## src/rtl/core/ddth_pkg.sv

```systemverilog
package ddth_pkg;

  localparam int unsigned CordicSteps = 16;
  localparam int unsigned AtanEntries = 24;
  localparam int unsigned CordicIters =
    (CordicSteps < AtanEntries) ? CordicSteps : AtanEntries;
  localparam int unsigned CordicCntW  = $clog2(CordicIters + 1);
  localparam int unsigned AtanIdxW    = $clog2(AtanEntries);
  localparam int unsigned CordicW     = 27;
  localparam int unsigned ZW          = 32;
  localparam int unsigned AngleW      = 16;
  localparam int unsigned HeadW       = 16;
  localparam int unsigned ThrW        = 15;
  localparam int unsigned SpeedW      = 16;
  localparam int unsigned OutW        = 18;
  localparam int unsigned DsW         = 32;
  localparam int unsigned RootSteps   = 16;
  localparam int unsigned RootCntW    = $clog2(RootSteps + 1);

  localparam logic signed [ZW-1:0] PiQ28     = 32'sd843314857;
  localparam int                   PiQ13     = 25736;
  localparam int                   TwoPiQ13  = 51472;

  typedef enum logic [1:0] {
    MODE_NONE = 2'd0,
    MODE_SOFT = 2'd1,
    MODE_HARD = 2'd2
  } turn_mode_e;

  typedef enum logic [1:0] {
    CFG_HARD_THR  = 2'd0,
    CFG_SOFT_THR  = 2'd1,
    CFG_NO_THR    = 2'd2,
    CFG_MAX_SPEED = 2'd3
  } cfg_index_e;

  typedef enum logic {
    DS_SQRT = 1'b0,
    DS_DIV  = 1'b1
  } ds_op_e;

  typedef struct packed {
    logic   start;
    ds_op_e op;
  } ds_req_t;

  // atan(2^-i) in Q.28
  function automatic logic [29:0] atan_q28(input logic [AtanIdxW-1:0] idx);
    logic [29:0] v;
    case (idx)
      5'd0:    v = 30'd210828714;
      5'd1:    v = 30'd124459457;
      5'd2:    v = 30'd65760959;
      5'd3:    v = 30'd33381290;
      5'd4:    v = 30'd16755422;
      5'd5:    v = 30'd8385879;
      5'd6:    v = 30'd4193963;
      5'd7:    v = 30'd2097109;
      5'd8:    v = 30'd1048571;
      5'd9:    v = 30'd524287;
      5'd10:   v = 30'd262144;
      5'd11:   v = 30'd131072;
      5'd12:   v = 30'd65536;
      5'd13:   v = 30'd32768;
      5'd14:   v = 30'd16384;
      5'd15:   v = 30'd8192;
      5'd16:   v = 30'd4096;
      5'd17:   v = 30'd2048;
      5'd18:   v = 30'd1024;
      5'd19:   v = 30'd512;
      5'd20:   v = 30'd256;
      5'd21:   v = 30'd128;
      5'd22:   v = 30'd64;
      5'd23:   v = 30'd32;
      default: v = 30'd0;
    endcase
    return v;
  endfunction

endpackage

```

## src/rtl/core/ddth_cordic.sv

```systemverilog
module ddth_cordic (
  input  logic                                 clk_i,
  input  logic                                 rst_ni,
  input  logic                                 start_i,
  input  logic signed [ddth_pkg::HeadW-1:0]    x_i,
  input  logic signed [ddth_pkg::HeadW-1:0]    y_i,
  output logic                                 busy_o,
  output logic signed [ddth_pkg::AngleW-1:0]   angle_o
);

  localparam logic signed [17:0] PiA    = 18'(ddth_pkg::PiQ13);
  localparam logic signed [17:0] TwoPiA = 18'(ddth_pkg::TwoPiQ13);

  logic                                   busy_q, busy_d;
  logic [ddth_pkg::CordicCntW-1:0]        cnt_q, cnt_d;
  logic signed [ddth_pkg::CordicW-1:0]    x_q, x_d, y_q, y_d, dx, dy;
  logic signed [ddth_pkg::ZW-1:0]         z_q, z_d, atan_v;
  logic signed [16:0]                     x_ext, y_ext, x_in, y_in;
  logic signed [ddth_pkg::ZW-1:0]         z_in;
  logic signed [ddth_pkg::ZW:0]           z_rnd;
  logic signed [17:0]                     a_raw, a_wrap;

  always_comb begin
    x_ext = {x_i[ddth_pkg::HeadW-1], x_i};
    y_ext = {y_i[ddth_pkg::HeadW-1], y_i};
    if (x_i[ddth_pkg::HeadW-1]) begin
      x_in = -x_ext;
      y_in = -y_ext;
      z_in = y_i[ddth_pkg::HeadW-1] ? -ddth_pkg::PiQ28 : ddth_pkg::PiQ28;
    end else begin
      x_in = x_ext;
      y_in = y_ext;
      z_in = '0;
    end
  end

  assign dx     = y_q >>> cnt_q;
  assign dy     = x_q >>> cnt_q;
  assign atan_v = signed'({2'b00, ddth_pkg::atan_q28(ddth_pkg::AtanIdxW'(cnt_q))});

  always_comb begin
    busy_d = busy_q;
    cnt_d  = cnt_q;
    x_d    = x_q;
    y_d    = y_q;
    z_d    = z_q;
    if (start_i) begin
      busy_d = 1'b1;
      cnt_d  = '0;
      x_d    = {{(ddth_pkg::CordicW - 25){x_in[16]}}, x_in, 8'h00};
      y_d    = {{(ddth_pkg::CordicW - 25){y_in[16]}}, y_in, 8'h00};
      z_d    = z_in;
    end else if (busy_q) begin
      if (y_q > 0) begin
        x_d = x_q + dx;
        y_d = y_q - dy;
        z_d = z_q + atan_v;
      end else if (y_q < 0) begin
        x_d = x_q - dx;
        y_d = y_q + dy;
        z_d = z_q - atan_v;
      end
      cnt_d = cnt_q + 1'b1;
      if (cnt_q == ddth_pkg::CordicCntW'(ddth_pkg::CordicIters - 1)) begin
        busy_d = 1'b0;
      end
    end
  end

  always_ff @(posedge clk_i or negedge rst_ni) begin
    if (!rst_ni) begin
      busy_q <= 1'b0;
      cnt_q  <= '0;
    end else begin
      busy_q <= busy_d;
      cnt_q  <= cnt_d;
    end
  end

  always_ff @(posedge clk_i) begin
    x_q <= x_d;
    y_q <= y_d;
    z_q <= z_d;
  end

  // round half up to Q2.13, then wrap into [-pi, pi)
  always_comb begin
    z_rnd = {z_q[ddth_pkg::ZW-1], z_q} + 33'sd16384;
    a_raw = z_rnd[32:15];
    if (a_raw >= PiA) begin
      a_wrap = a_raw - TwoPiA;
    end else if (a_raw < -PiA) begin
      a_wrap = a_raw + TwoPiA;
    end else begin
      a_wrap = a_raw;
    end
  end

  assign angle_o = a_wrap[ddth_pkg::AngleW-1:0];
  assign busy_o  = busy_q;

endmodule

```

## src/rtl/core/ddth_divsqrt.sv

```systemverilog
module ddth_divsqrt (
  input  logic                             clk_i,
  input  logic                             rst_ni,
  input  ddth_pkg::ds_req_t                req_i,
  input  logic [ddth_pkg::DsW-1:0]         operand_i,
  input  logic [ddth_pkg::ThrW-1:0]        divisor_i,
  output logic                             busy_o,
  output logic [ddth_pkg::SpeedW-1:0]      result_o
);

  logic                              busy_q, busy_d;
  logic [ddth_pkg::RootCntW-1:0]     cnt_q, cnt_d;
  ddth_pkg::ds_op_e                  op_q, op_d;
  logic [ddth_pkg::DsW-1:0]          rem_q, rem_d, acc_q, acc_d, bit_q, bit_d;
  logic [ddth_pkg::DsW:0]            lhs, rhs;
  logic [ddth_pkg::DsW+1:0]          diff;
  logic                              ge;

  // shared compare/subtract
  always_comb begin
    if (op_q == ddth_pkg::DS_DIV) begin
      lhs = {16'h0000, rem_q[15:0], acc_q[15]};
      rhs = {18'h00000, divisor_i};
    end else begin
      lhs = {1'b0, rem_q};
      rhs = {1'b0, acc_q} + {1'b0, bit_q};
    end
    diff = {1'b0, lhs} - {1'b0, rhs};
    ge   = !diff[ddth_pkg::DsW+1];
  end

  always_comb begin
    busy_d = busy_q;
    cnt_d  = cnt_q;
    op_d   = op_q;
    rem_d  = rem_q;
    acc_d  = acc_q;
    bit_d  = bit_q;
    if (req_i.start) begin
      busy_d = 1'b1;
      cnt_d  = '0;
      op_d   = req_i.op;
      bit_d  = 32'h4000_0000;
      if (req_i.op == ddth_pkg::DS_DIV) begin
        rem_d = {16'h0000, operand_i[31:16]};
        acc_d = {16'h0000, operand_i[15:0]};
      end else begin
        rem_d = operand_i;
        acc_d = '0;
      end
    end else if (busy_q) begin
      if (op_q == ddth_pkg::DS_DIV) begin
        rem_d = ge ? diff[ddth_pkg::DsW-1:0] : lhs[ddth_pkg::DsW-1:0];
        acc_d = {acc_q[ddth_pkg::DsW-2:0], ge};
      end else begin
        if (ge) begin
          rem_d = diff[ddth_pkg::DsW-1:0];
          acc_d = (acc_q >> 1) + bit_q;
        end else begin
          acc_d = acc_q >> 1;
        end
        bit_d = bit_q >> 2;
      end
      cnt_d = cnt_q + 1'b1;
      if (cnt_q == ddth_pkg::RootCntW'(ddth_pkg::RootSteps - 1)) begin
        busy_d = 1'b0;
      end
    end
  end

  always_ff @(posedge clk_i or negedge rst_ni) begin
    if (!rst_ni) begin
      busy_q <= 1'b0;
      cnt_q  <= '0;
      op_q   <= ddth_pkg::DS_SQRT;
    end else begin
      busy_q <= busy_d;
      cnt_q  <= cnt_d;
      op_q   <= op_d;
    end
  end

  always_ff @(posedge clk_i) begin
    rem_q <= rem_d;
    acc_q <= acc_d;
    bit_q <= bit_d;
  end

  assign busy_o   = busy_q;
  assign result_o = acc_q[ddth_pkg::SpeedW-1:0];

endmodule

```

## src/rtl/core/diff_drive_turn_hysteresis.sv

```systemverilog
// Differential-drive wheel speeds from a heading vector. One heading (x, y, Q8.8) is
// taken per transfer and yields a result (left/right speed, Q8.8, and the turning mode).
// An iterative CORDIC finds the angle while a shared compare-subtract unit takes the
// square root of x*x + y*y (both 16 iterations, run side by side); in soft turn with a
// nonzero hard threshold the same unit then divides for the wheel factor, another 16
// iterations, so all other items finish sooner. The input is not ready from the transfer
// until the result is loaded into the output register; one finished result can wait
// there while the next heading is taken. Registers: 0 hard, 1 soft, 2 no-turn threshold
// (Q2.13 rad), 3 max speed; write only while idle.
module diff_drive_turn_hysteresis (
  input  logic                                clk_i,
  input  logic                                rst_ni,
  input  logic                                in_valid_i,
  output logic                                in_ready_o,
  input  logic signed [ddth_pkg::HeadW-1:0]   heading_x_i,
  input  logic signed [ddth_pkg::HeadW-1:0]   heading_y_i,
  output logic                                out_valid_o,
  input  logic                                out_ready_i,
  output logic signed [ddth_pkg::OutW-1:0]    left_speed_o,
  output logic signed [ddth_pkg::OutW-1:0]    right_speed_o,
  output logic [1:0]                          turn_mode_o,
  input  logic                                cfg_valid_i,
  output logic                                cfg_ready_o,
  input  logic [1:0]                          cfg_index_i,
  input  logic [15:0]                         cfg_data_i
);

  typedef enum logic [8:0] {
    S_IDLE = 9'b000000001,
    S_SQX  = 9'b000000010,
    S_SQY  = 9'b000000100,
    S_ROOT = 9'b000001000,
    S_WAIT = 9'b000010000,
    S_MODE = 9'b000100000,
    S_MUL  = 9'b001000000,
    S_DIV  = 9'b010000000,
    S_DONE = 9'b100000000
  } state_e;

  state_e                               state_q, state_d;
  logic [ddth_pkg::ThrW-1:0]            hard_q, soft_q, none_q;
  logic [ddth_pkg::SpeedW-1:0]          max_q;
  ddth_pkg::turn_mode_e                 mode_q, mode_d;
  logic signed [ddth_pkg::HeadW-1:0]    hx_q, hy_q;
  logic [ddth_pkg::DsW-1:0]             acc_q, acc_d;
  logic [ddth_pkg::SpeedW-1:0]          base_q;
  logic [ddth_pkg::ThrW-1:0]            num_q, num_d, aa;
  logic                                 pos_q;
  logic                                 out_valid_q;
  logic signed [ddth_pkg::OutW-1:0]     left_q, right_q;
  logic [1:0]                           mode_out_q;

  logic                                 in_fire, out_free;
  logic                                 cor_busy, ds_busy;
  logic signed [ddth_pkg::AngleW-1:0]   angle;
  logic signed [ddth_pkg::AngleW-1:0]   angle_abs;
  logic [ddth_pkg::SpeedW-1:0]          ds_res, base_d;
  ddth_pkg::ds_req_t                    ds_req;
  logic [ddth_pkg::DsW-1:0]             ds_operand;
  logic signed [16:0]                   mul_a, mul_b;
  logic signed [33:0]                   prod;
  logic [15:0]                          num_diff;
  logic signed [ddth_pkg::OutW-1:0]     base18, s1, s2;

  assign in_fire     = in_valid_i && in_ready_o;
  assign in_ready_o  = (state_q == S_IDLE);
  assign out_free    = !out_valid_q || out_ready_i;
  assign cfg_ready_o = 1'b1;

  ddth_cordic u_cordic (
    .clk_i   (clk_i),
    .rst_ni  (rst_ni),
    .start_i (in_fire),
    .x_i     (heading_x_i),
    .y_i     (heading_y_i),
    .busy_o  (cor_busy),
    .angle_o (angle)
  );

  // S_MUL hands the divide operand over through acc_d
  always_comb begin
    ds_req.start = (state_q == S_ROOT) || (state_q == S_MUL);
    ds_req.op    = (state_q == S_MUL) ? ddth_pkg::DS_DIV : ddth_pkg::DS_SQRT;
    ds_operand   = acc_d;
  end

  ddth_divsqrt u_divsqrt (
    .clk_i     (clk_i),
    .rst_ni    (rst_ni),
    .req_i     (ds_req),
    .operand_i (ds_operand),
    .divisor_i (hard_q),
    .busy_o    (ds_busy),
    .result_o  (ds_res)
  );

  // shared multiplier: squares, then base * (hard - |a|)
  always_comb begin
    case (state_q)
      S_SQX: begin
        mul_a = {hx_q[ddth_pkg::HeadW-1], hx_q};
        mul_b = {hx_q[ddth_pkg::HeadW-1], hx_q};
      end
      S_SQY: begin
        mul_a = {hy_q[ddth_pkg::HeadW-1], hy_q};
        mul_b = {hy_q[ddth_pkg::HeadW-1], hy_q};
      end
      default: begin
        mul_a = {1'b0, base_q};
        mul_b = {2'b00, num_q};
      end
    endcase
    prod = mul_a * mul_b;
  end

  always_comb begin
    angle_abs = angle[ddth_pkg::AngleW-1] ? -angle : angle;
    aa        = angle_abs[ddth_pkg::ThrW-1:0];
    num_diff  = {1'b0, hard_q} - {1'b0, aa};
    num_d     = num_diff[15] ? '0 : num_diff[ddth_pkg::ThrW-1:0];
    base_d    = (ds_res < max_q) ? ds_res : max_q;
  end

  // mode update with hysteresis, in model order
  always_comb begin
    mode_d = mode_q;
    if (mode_d == ddth_pkg::MODE_HARD && aa <= soft_q) begin
      mode_d = ddth_pkg::MODE_SOFT;
    end
    if (mode_d == ddth_pkg::MODE_SOFT) begin
      if (aa > hard_q) begin
        mode_d = ddth_pkg::MODE_HARD;
      end else if (aa <= none_q) begin
        mode_d = ddth_pkg::MODE_NONE;
      end
    end
    if (mode_d == ddth_pkg::MODE_NONE) begin
      if (aa > hard_q) begin
        mode_d = ddth_pkg::MODE_HARD;
      end else if (aa > none_q) begin
        mode_d = ddth_pkg::MODE_SOFT;
      end
    end
  end

  always_comb begin
    state_d = state_q;
    acc_d   = acc_q;
    case (state_q)
      S_IDLE: begin
        if (in_fire) begin
          state_d = S_SQX;
        end
      end
      S_SQX: begin
        acc_d   = prod[ddth_pkg::DsW-1:0];
        state_d = S_SQY;
      end
      S_SQY: begin
        acc_d   = acc_q + prod[ddth_pkg::DsW-1:0];
        state_d = S_ROOT;
      end
      S_ROOT: begin
        state_d = S_WAIT;
      end
      S_WAIT: begin
        if (!cor_busy && !ds_busy) begin
          state_d = S_MODE;
        end
      end
      S_MODE: begin
        if (mode_d == ddth_pkg::MODE_SOFT && hard_q != '0) begin
          state_d = S_MUL;
        end else begin
          state_d = S_DONE;
        end
      end
      S_MUL: begin
        acc_d   = prod[ddth_pkg::DsW-1:0] + {18'h00000, hard_q[ddth_pkg::ThrW-1:1]};
        state_d = S_DIV;
      end
      S_DIV: begin
        if (!ds_busy) begin
          state_d = S_DONE;
        end
      end
      S_DONE: begin
        if (out_free) begin
          state_d = S_IDLE;
        end
      end
      default: begin
        state_d = S_IDLE;
      end
    endcase
  end

  always_comb begin
    base18 = {2'b00, base_q};
    case (mode_q)
      ddth_pkg::MODE_SOFT: begin
        s1 = (hard_q == '0) ? base18 : {2'b00, ds_res};
        s2 = (base18 <<< 1) - s1;
      end
      ddth_pkg::MODE_HARD: begin
        s1 = -{2'b00, max_q};
        s2 = {2'b00, max_q};
      end
      default: begin
        s1 = base18;
        s2 = base18;
      end
    endcase
  end

  always_ff @(posedge clk_i or negedge rst_ni) begin
    if (!rst_ni) begin
      state_q     <= S_IDLE;
      mode_q      <= ddth_pkg::MODE_NONE;
      out_valid_q <= 1'b0;
      hard_q      <= 15'd19302;
      soft_q      <= 15'd12868;
      none_q      <= 15'd1430;
      max_q       <= 16'd2560;
    end else begin
      state_q <= state_d;
      if (state_q == S_MODE) begin
        mode_q <= mode_d;
      end
      if (state_q == S_DONE && out_free) begin
        out_valid_q <= 1'b1;
      end else if (out_ready_i) begin
        out_valid_q <= 1'b0;
      end
      if (cfg_valid_i && cfg_ready_o) begin
        case (cfg_index_i)
          ddth_pkg::CFG_HARD_THR:  hard_q <= cfg_data_i[ddth_pkg::ThrW-1:0];
          ddth_pkg::CFG_SOFT_THR:  soft_q <= cfg_data_i[ddth_pkg::ThrW-1:0];
          ddth_pkg::CFG_NO_THR:    none_q <= cfg_data_i[ddth_pkg::ThrW-1:0];
          ddth_pkg::CFG_MAX_SPEED: max_q  <= cfg_data_i;
          default: ;
        endcase
      end
    end
  end

  always_ff @(posedge clk_i) begin
    acc_q <= acc_d;
    if (in_fire) begin
      hx_q <= heading_x_i;
      hy_q <= heading_y_i;
    end
    if (state_q == S_MODE) begin
      base_q <= base_d;
      num_q  <= num_d;
      pos_q  <= !angle[ddth_pkg::AngleW-1] && (angle != '0);
    end
    if (state_q == S_DONE && out_free) begin
      left_q     <= pos_q ? s1 : s2;
      right_q    <= pos_q ? s2 : s1;
      mode_out_q <= mode_q;
    end
  end

  assign out_valid_o   = out_valid_q;
  assign left_speed_o  = left_q;
  assign right_speed_o = right_q;
  assign turn_mode_o   = mode_out_q;

  a_idle_units: assert property (@(posedge clk_i) disable iff (!rst_ni)
    (state_q == S_IDLE) |-> (!cor_busy && !ds_busy))
    else $error("units busy while idle");

  a_busy_after_take: assert property (@(posedge clk_i) disable iff (!rst_ni)
    in_fire |=> !in_ready_o)
    else $error("ready right after a transfer");

  a_result_loaded: assert property (@(posedge clk_i) disable iff (!rst_ni)
    (state_q == S_DONE && out_free) |=> out_valid_o)
    else $error("result not presented");

  a_hard_opposite: assert property (@(posedge clk_i) disable iff (!rst_ni)
    (out_valid_o && turn_mode_o == ddth_pkg::MODE_HARD) |-> (left_speed_o == -right_speed_o))
    else $error("hard turn wheels not opposite");

  a_none_equal: assert property (@(posedge clk_i) disable iff (!rst_ni)
    (out_valid_o && turn_mode_o == ddth_pkg::MODE_NONE) |-> (left_speed_o == right_speed_o))
    else $error("straight drive wheels differ");

endmodule
```

## config.mk

```make
export PLATFORM = sky130hd
export DESIGN_NAME = diff_drive_turn_hysteresis
export DESIGN_NICKNAME = d
export VERILOG_FILES = /design/src/rtl/core/ddth_pkg.sv /design/src/rtl/core/ddth_cordic.sv /design/src/rtl/core/ddth_divsqrt.sv /design/src/rtl/core/diff_drive_turn_hysteresis.sv
export SDC_FILE = /design/constraint.sdc
export NUM_CORES = 2
export LEC_CHECK = 0
export BUFFER_PORTS_ARGS = -buffer_cell sky130_fd_sc_hd__buf_2
export CAP_MARGIN = 15
export CORE_UTILIZATION = 55
export DETAILED_ROUTE_END_ITERATION = 10
export PLACE_DENSITY = 0.71
export SETUP_SLACK_MARGIN = 0.05
export SLEW_MARGIN = 20
export SYNTH_ARGS = -nofsm -noshare
export SYNTH_HDL_FRONTEND = slang
export SYNTH_SLANG_ARGS = --single-unit
```

## constraint.sdc

```tcl
create_clock -name clk_i -period 11.3 [get_ports clk_i]
set_input_delay 0.565 -clock clk_i [delete_from_list [all_inputs] [get_ports clk_i]]
set_output_delay 0.565 -clock clk_i [all_outputs]
set_load 0.01 [all_outputs]
```

* Word level (Yosys, flattened, before mapping)
Memory sizes are Yosys's and may differ from the RTL's. Index checks and enable logic that the tools add are counted.
Storage, ports and cells: register bits 386, ROM bits 896, logic and storage cells 187, memories 1, input bits 55
Cells by class: bitwise logic cells 1, $lt $le $gt $ge 9, muxes and demuxes 67, reductions and logical operators 32, shift operators 2, multipliers 1, equality and inequality tests 23, $add $sub $neg 22
Memories:
- (no name shown) | words 32, width 28, rd ports 1, clocked after memory_dff 0, wr ports 0, line ddth_pkg.sv:50 | case (idx)
Operator list (count):
- $mux 32 | 17
- $mux 27 | 8
- $pmux 32 s3 | 1
- $pmux 9 s9 | 1
- $mux 16 | 5
- $pmux 18 s2 | 2
- $pmux 17 s2 | 2
- $add 27x27->27 | 2
- $sshr 27x5->27 | 2
- $sub 27x27->27 | 2
- $mux 9 | 5
- $mux 18 | 2
- $mux 17 | 2
- $neg 16->17 | 2
- $sub 33x33->34 | 1
- $add 32x16->33 const B | 1
- $add 32x31->33 | 1
- $mux 33 | 1
- $add 31x31->32 | 1
- $add 32x14->32 | 1
- $add 32x31->32 | 1
- $add 32x32->32 | 1
- $mul 17x17->32 | 1
- $sub 32x31->32 | 1
- other kinds (45) | 94

* Longest topological paths before layout
word-level depth 19, mapped depth 41

* By module
Synthesis repeated with hierarchy kept, for this count alone.
Second synthesis, totals: cells, all modules 5377, area, all modules 47646.9 um^2
By module, submodules not included:
- diff_drive_turn_hysteresis | area each 24325.8 um^2, seq. area each 5527.8 um^2, cells an instance 2626, times used 1
- ddth_cordic | area each 15035.7 um^2, seq. area each 2572.5 um^2, cells an instance 1824, times used 1
- ddth_divsqrt | area each 8285.4 um^2, seq. area each 2417.3 um^2, cells an instance 927, times used 1

* Worst setup path after synthesis
Ideal clock, no wire load.
kind register -> register, start point register state_q[8], end point register u_divsqrt.rem_q[13] (netlist name) (data pin), setup time 0.261 ns, data arrival time 9.725 ns, period minus slack after synthesis 9.986 ns, setup slack 1.314 ns, cell stages (with the launch flop) 40, cells stage by stage dfrtp_1 > nor4_1 > and2_1 > nand2_1 > nor2_1 > clkbuf_1 > o22ai_1 > a21oi_1 > clkbuf_1 > nand2_1 > fa_1 > inv_1 > fa_1 > ha_1 > fa_1 > fa_1 > inv_1 > fa_1 > [... 4 more ...] > o22ai_1 > o21bai_1 > a21o_1 > a21o_1 > a21oi_1 > xnor2_1 > ha_1 > a211oi_1 > o21ai_0 > o22ai_1 > o21ai_0 > a21oi_1 > o21ai_0 > o31ai_1 > mux2i_1 > a31oi_1 > a221o_1 > a221o_1
Between the ends: cells in the longest elaborated chain, start to end 7, elaborated cells between the ends (all ways) 14
RTL lines:
- start, declared | line diff_drive_turn_hysteresis.sv:40 | state_e state_q, state_d;
- start signal, assigned | line diff_drive_turn_hysteresis.sv:226 | state_q <= state_d;
- $eq 9x3->1 / $eq 9x2->1 (equally long branches) | line diff_drive_turn_hysteresis.sv:99, diff_drive_turn_hysteresis.sv:149
- $pmux 17 s2 | line diff_drive_turn_hysteresis.sv:99 | case (state_q)
- $mul 17x17->32 | line diff_drive_turn_hysteresis.sv:113 | prod = mul_a * mul_b;
- $add 32x14->32 / $add 32x32->32 (equally long branches) | line diff_drive_turn_hysteresis.sv:179, diff_drive_turn_hysteresis.sv:160
- $pmux 32 s3 (*) | line diff_drive_turn_hysteresis.sv:149 | case (state_q)
- named net acc_d (one bit) | line diff_drive_turn_hysteresis.sv:45 | logic [ddth_pkg::DsW-1:0] acc_q, acc_d;
- $mux 32 (*) | line ddth_divsqrt.sv:44 | if (req_i.op == ddth_pkg::DS_DIV) begin
- $mux 32 (*) | line ddth_divsqrt.sv:39 | if (req_i.start) begin
- named net u_divsqrt.rem_d (one bit) | line ddth_divsqrt.sv:14 | logic [ddth_pkg::DsW-1:0] rem_q, rem_d, acc_q, acc_d, bit_q, bit_d;
- end signal, assigned | line ddth_divsqrt.sv:84 | rem_q <= rem_d;
- end, declared | line ddth_divsqrt.sv:14
Mark *: on every way through the listed nets, which the timed path passes. The rest lies on a longest branch. A chain may end at the register's enable or synchronous reset.

* Worst setup path after layout
Same ends and word-level chain as after synthesis.

==> flow_summary.rst <==
.. list-table::
   :header-rows: 1

   * - Metric
     - Value
   * - Finish-stage setup viols
     - 0
   * - Post-route worst hold slack
     - 175.1 ps
   * - Share of post-route cells with drive strength above 1
     - 10.33%
   * - Worst path most repeated cell
     - sky130_fd_sc_hd__fa_1
   * - Critical path endpoint category
     - flip-flop
   * - Remaining number of nets flagged by the antenna check after routing
     - 0
   * - Critical path destination
     - u_divsqrt.rem_q[13]
   * - Async S/R FF share, synth
     - 22.34%
   * - Count of distinct cell types in the synthesized netlist
     - ~110
   * - Starting density of the core
     - 55.59%
   * - 1st-iter DRT viols
     - around 3800
   * - Status
     - finished clean
   * - RSZ-0062 raised after global routing
     - false
   * - Core Region
     - 83690 sq um
   * - Type of element launching the critical path
     - flip-flop
   * - Setup bufs post-CTS
     - 0
   * - Placement row count
     - 106
   * - R2r worst-path depth
     - 38
   * - Max Clock Freq
     - 94.78 MHz
   * - CP max stage cell
     - sky130_fd_sc_hd__fa_1
   * - Master cell of the clock root buffer
     - sky130_fd_sc_hd__clkbuf_16
   * - Capturing point of the worst reg2reg path
     - u_divsqrt.rem_q[13]
   * - Most used flip-flop cell after synthesis
     - sky130_fd_sc_hd__edfxtp_1
   * - Setup_tns
     - 0 ps
   * - Max-cap violations
     - 0
   * - Area of all placed cells without fillers
     - 49840 sq um
   * - Family with the most delay on the worst path
     - adder cells
   * - Syn_nets
     - about 6000
   * - Area share of the largest cell type after synthesis
     - 15.17%
   * - GRT Resource Usage Total
     - about a third
   * - Leading area contributor after synthesis
     - sky130_fd_sc_hd__edfxtp_1
   * - HPWL reported at the end of detailed placement
     - 111800 um
   * - Crit. path cell count
     - 38
   * - Number of vias per cell after detailed routing
     - 6.253
   * - Count of placed standard cells in the final layout, fillers left out
     - 6459
   * - Number of enable flip-flop cells after synthesis
     - 235
   * - Post-synthesis instance total
     - 5278
   * - Routed via count
     - 40390
   * - Tightest Pin Transition
     - 1309 ps
   * - Max_slew headroom
     - 11.82%
   * - Height of the die
     - 292.8 um
   * - Total Die Area
     - 85750 sq um
   * - Final weighted congestion in routability-driven placement
     - 0.9805
   * - Maximum number of pins on one net before global-route repair
     - 75
   * - Total instance count after detailed placement
     - approximately 6400
   * - Final layout net count
     - between 5000 and 6000
   * - Layout overhead on the synthesized area
     - 7.135%
   * - Residual DRC count
     - 0
   * - Area contributors post-synth
     - sky130_fd_sc_hd__edfxtp_1 (15%), sky130_fd_sc_hd__fa_1 (12%), sky130_fd_sc_hd__ha_1 (9.8%)
   * - Total placed instance area
     - 48180 sq um
   * - Clock Tree Buf Depth
     - 3
   * - Leading cell types in the layout, fill and taps excluded
     - sky130_fd_sc_hd__inv_1 (524), sky130_fd_sc_hd__nand2_1 (524), sky130_fd_sc_hd__nor2_1 (462)
   * - Io pins
     - 96
   * - Number of detailed-routing iterations run before antenna repair
     - 6
   * - Critical path class
     - flip-flop to flip-flop
   * - Clock slew at the register clock pins of the worst setup and hold paths
     - 70 ps
   * - Data required time of the worst path
     - roughly 12000 ps
   * - Mean cell area of the mapped netlist
     - around 9 sq um
   * - Largest stage delay on the critical path
     - 590 ps
   * - Clock Skews
     - 52.14 ps
   * - Launch point of the worst path
     - state_q[8]
   * - Min-Delay Path Depth
     - 1
   * - Worst-Skew Late Latency
     - 630 ps
   * - Total clock sinks
     - 385
   * - Number of antenna violations at the first check in global routing
     - 17
   * - Total of flip-flops plus latches after synthesis
     - 385
   * - Part of the Yosys area used for sequential elements
     - 22.61%
   * - TritonCTS clock tree
     - built
   * - Number of global-route vias before repair
     - about 39000
   * - TritonCTS Buffers
     - 49
   * - Setup slack on the worst flop-to-flop path
     - 750 ps
   * - Overall overflow remaining after global route
     - 0
   * - Global-route wire length before repair
     - 225400 um
   * - Deepest level of the CTS H-tree
     - 2
   * - Buffers & Inverters on Critical Path
     - 5
   * - RR Startpoint
     - state_q[8]
   * - Post-synthesis instance area
     - approximately 47000 sq um
   * - Count of warnings emitted by yosys
     - 0
   * - Final worst path period need
     - 10550 ps
   * - Final-report max-slew violation count
     - 0
   * - Per-cell routed wire length
     - roughly 22 um
   * - Type of the worst min-delay path
     - input pin to flip-flop
   * - Final WL
     - 144300 um
   * - Horiz. Die Dim
     - 292.8 um
   * - Count of port buffers added during placement
     - 94
   * - Share of the clock period used by the worst path after layout
     - 93.37%
   * - Final hold violation count
     - 0
   * - Total of fill cells in the finished design
     - 7379
   * - Critical Path Fanout Max
     - 32
   * - Arrival time at the worst endpoint
     - 10920 ps
[how the worst min path moves through the flow]
stage / start / to / slack [ps]
2_1_floorplan: rst_ni / hard_q[0] / 270
3_3_place_gp: rst_ni / none_q[5] / 410
3_5_place_dp: rst_ni / none_q[5] / 410
4_1_cts: heading_x_i[6] / hx_q[6] / 150
5_1_grt: heading_x_i[6] / hx_q[6] / 170
6_report: heading_x_i[6] / hx_q[6] / 180
[state kept, by name (all words and copies together) (netlist names), 2 cells and up]
register,count
u_divsqrt.acc_q,32
mode_q,2
u_divsqrt.bit_q,16
base_q,16
none_q,15
right_speed_o,17
u_cordic.x_q,27
state_q,9
hard_q,15
hx_q,16
turn_mode_o,2
u_divsqrt.rem_q,32
acc_q,32
u_cordic.z_q,32
left_speed_o,18
soft_q,15
hy_q,16
max_q,16
u_cordic.cnt_q,5
u_divsqrt.cnt_q,5
u_cordic.y_q,27
num_q,15
[metal layers]
metal	vias to the layer above	wire (um)	GRT usage, %
li1	18750	-	-
met1	19690	59730	44.53
met2	1626	65460	53.70
met3	319	12340	5.843
met4	14	6644	14.60
met5	-	101	0
[area by class of cell]
class	count	area [sq um]	share of cell area [%]
inverter	528	1982	3.977
tap	1134	1419	2.847
sequential	385	10520	21.11
timing repair buffer	187	1174	2.355
clock buffer	60	1328	2.664
multi-input combinational	4130	33100	66.41
clock inverter	32	309.0	0.6201
antenna	3	7.507	0.01506
[cell usage after synthesis, drive strengths merged (16+ instances only)]
cell type	count
inv	527
nand2	526
nor2	468
ha	363
o21ai	317
fa	288
a21oi	265
xnor2	244
edfxtp	235
clkbuf	176
xor2	159
mux2i	107
mux2	103
nor3	89
a21o	86
nand3	81
a31oi	77
o22ai	65
dfrtp	64
dfxtp	64
nand2b	61
mux4	60
buf	59
nor2b	58
o21a	46
o221ai	45
and2	39
nand4	37
and3	36
o21bai	36
or3	35
a211oi	30
o31ai	28
o211ai	27
a221oi	26
a22o	25
dfstp	22
o221a	22
or2	21
nor4	20
a22oi	18
a221o	16
[timing repair]
item,4_1_cts,5_1_grt
hold endpoints to repair,12,0
gates resized for setup,0,1
hold buffers,1,0
setup endpoints to repair,0,1
[stage by stage]
| step | util, % | setup WS (ps) |
|---|---|---|
| 5_1_grt | 59.55 | 96.57 |
| 6_report | 59.56 | 749.2 |
| 2_1_floorplan | - | 1314 |
| 3_3_place_gp | 57.56 | 1058 |
| 3_5_place_dp | 57.57 | 839.2 |
| 4_1_cts | 59.54 | 799.9 |
[logic make-up after synthesis]
logic type | Yosys count | share of synthesized area, %
XOR/XNOR | 403 | 7.603
AND/OR/NAND/NOR | 1522 | 15.00
adder cells (fa/ha/maj) | 651 | 22.16
flip-flops | 385 | 22.61
buffers and inverters | 763 | 6.409
other | 1 | 0.008061
multiplexers | 270 | 7.765
AO/OA/AOI/OAI | 1283 | 18.45
Power is not shown: default switching activity piles up to over one toggle a cycle in this logic, so the estimate is an artifact.
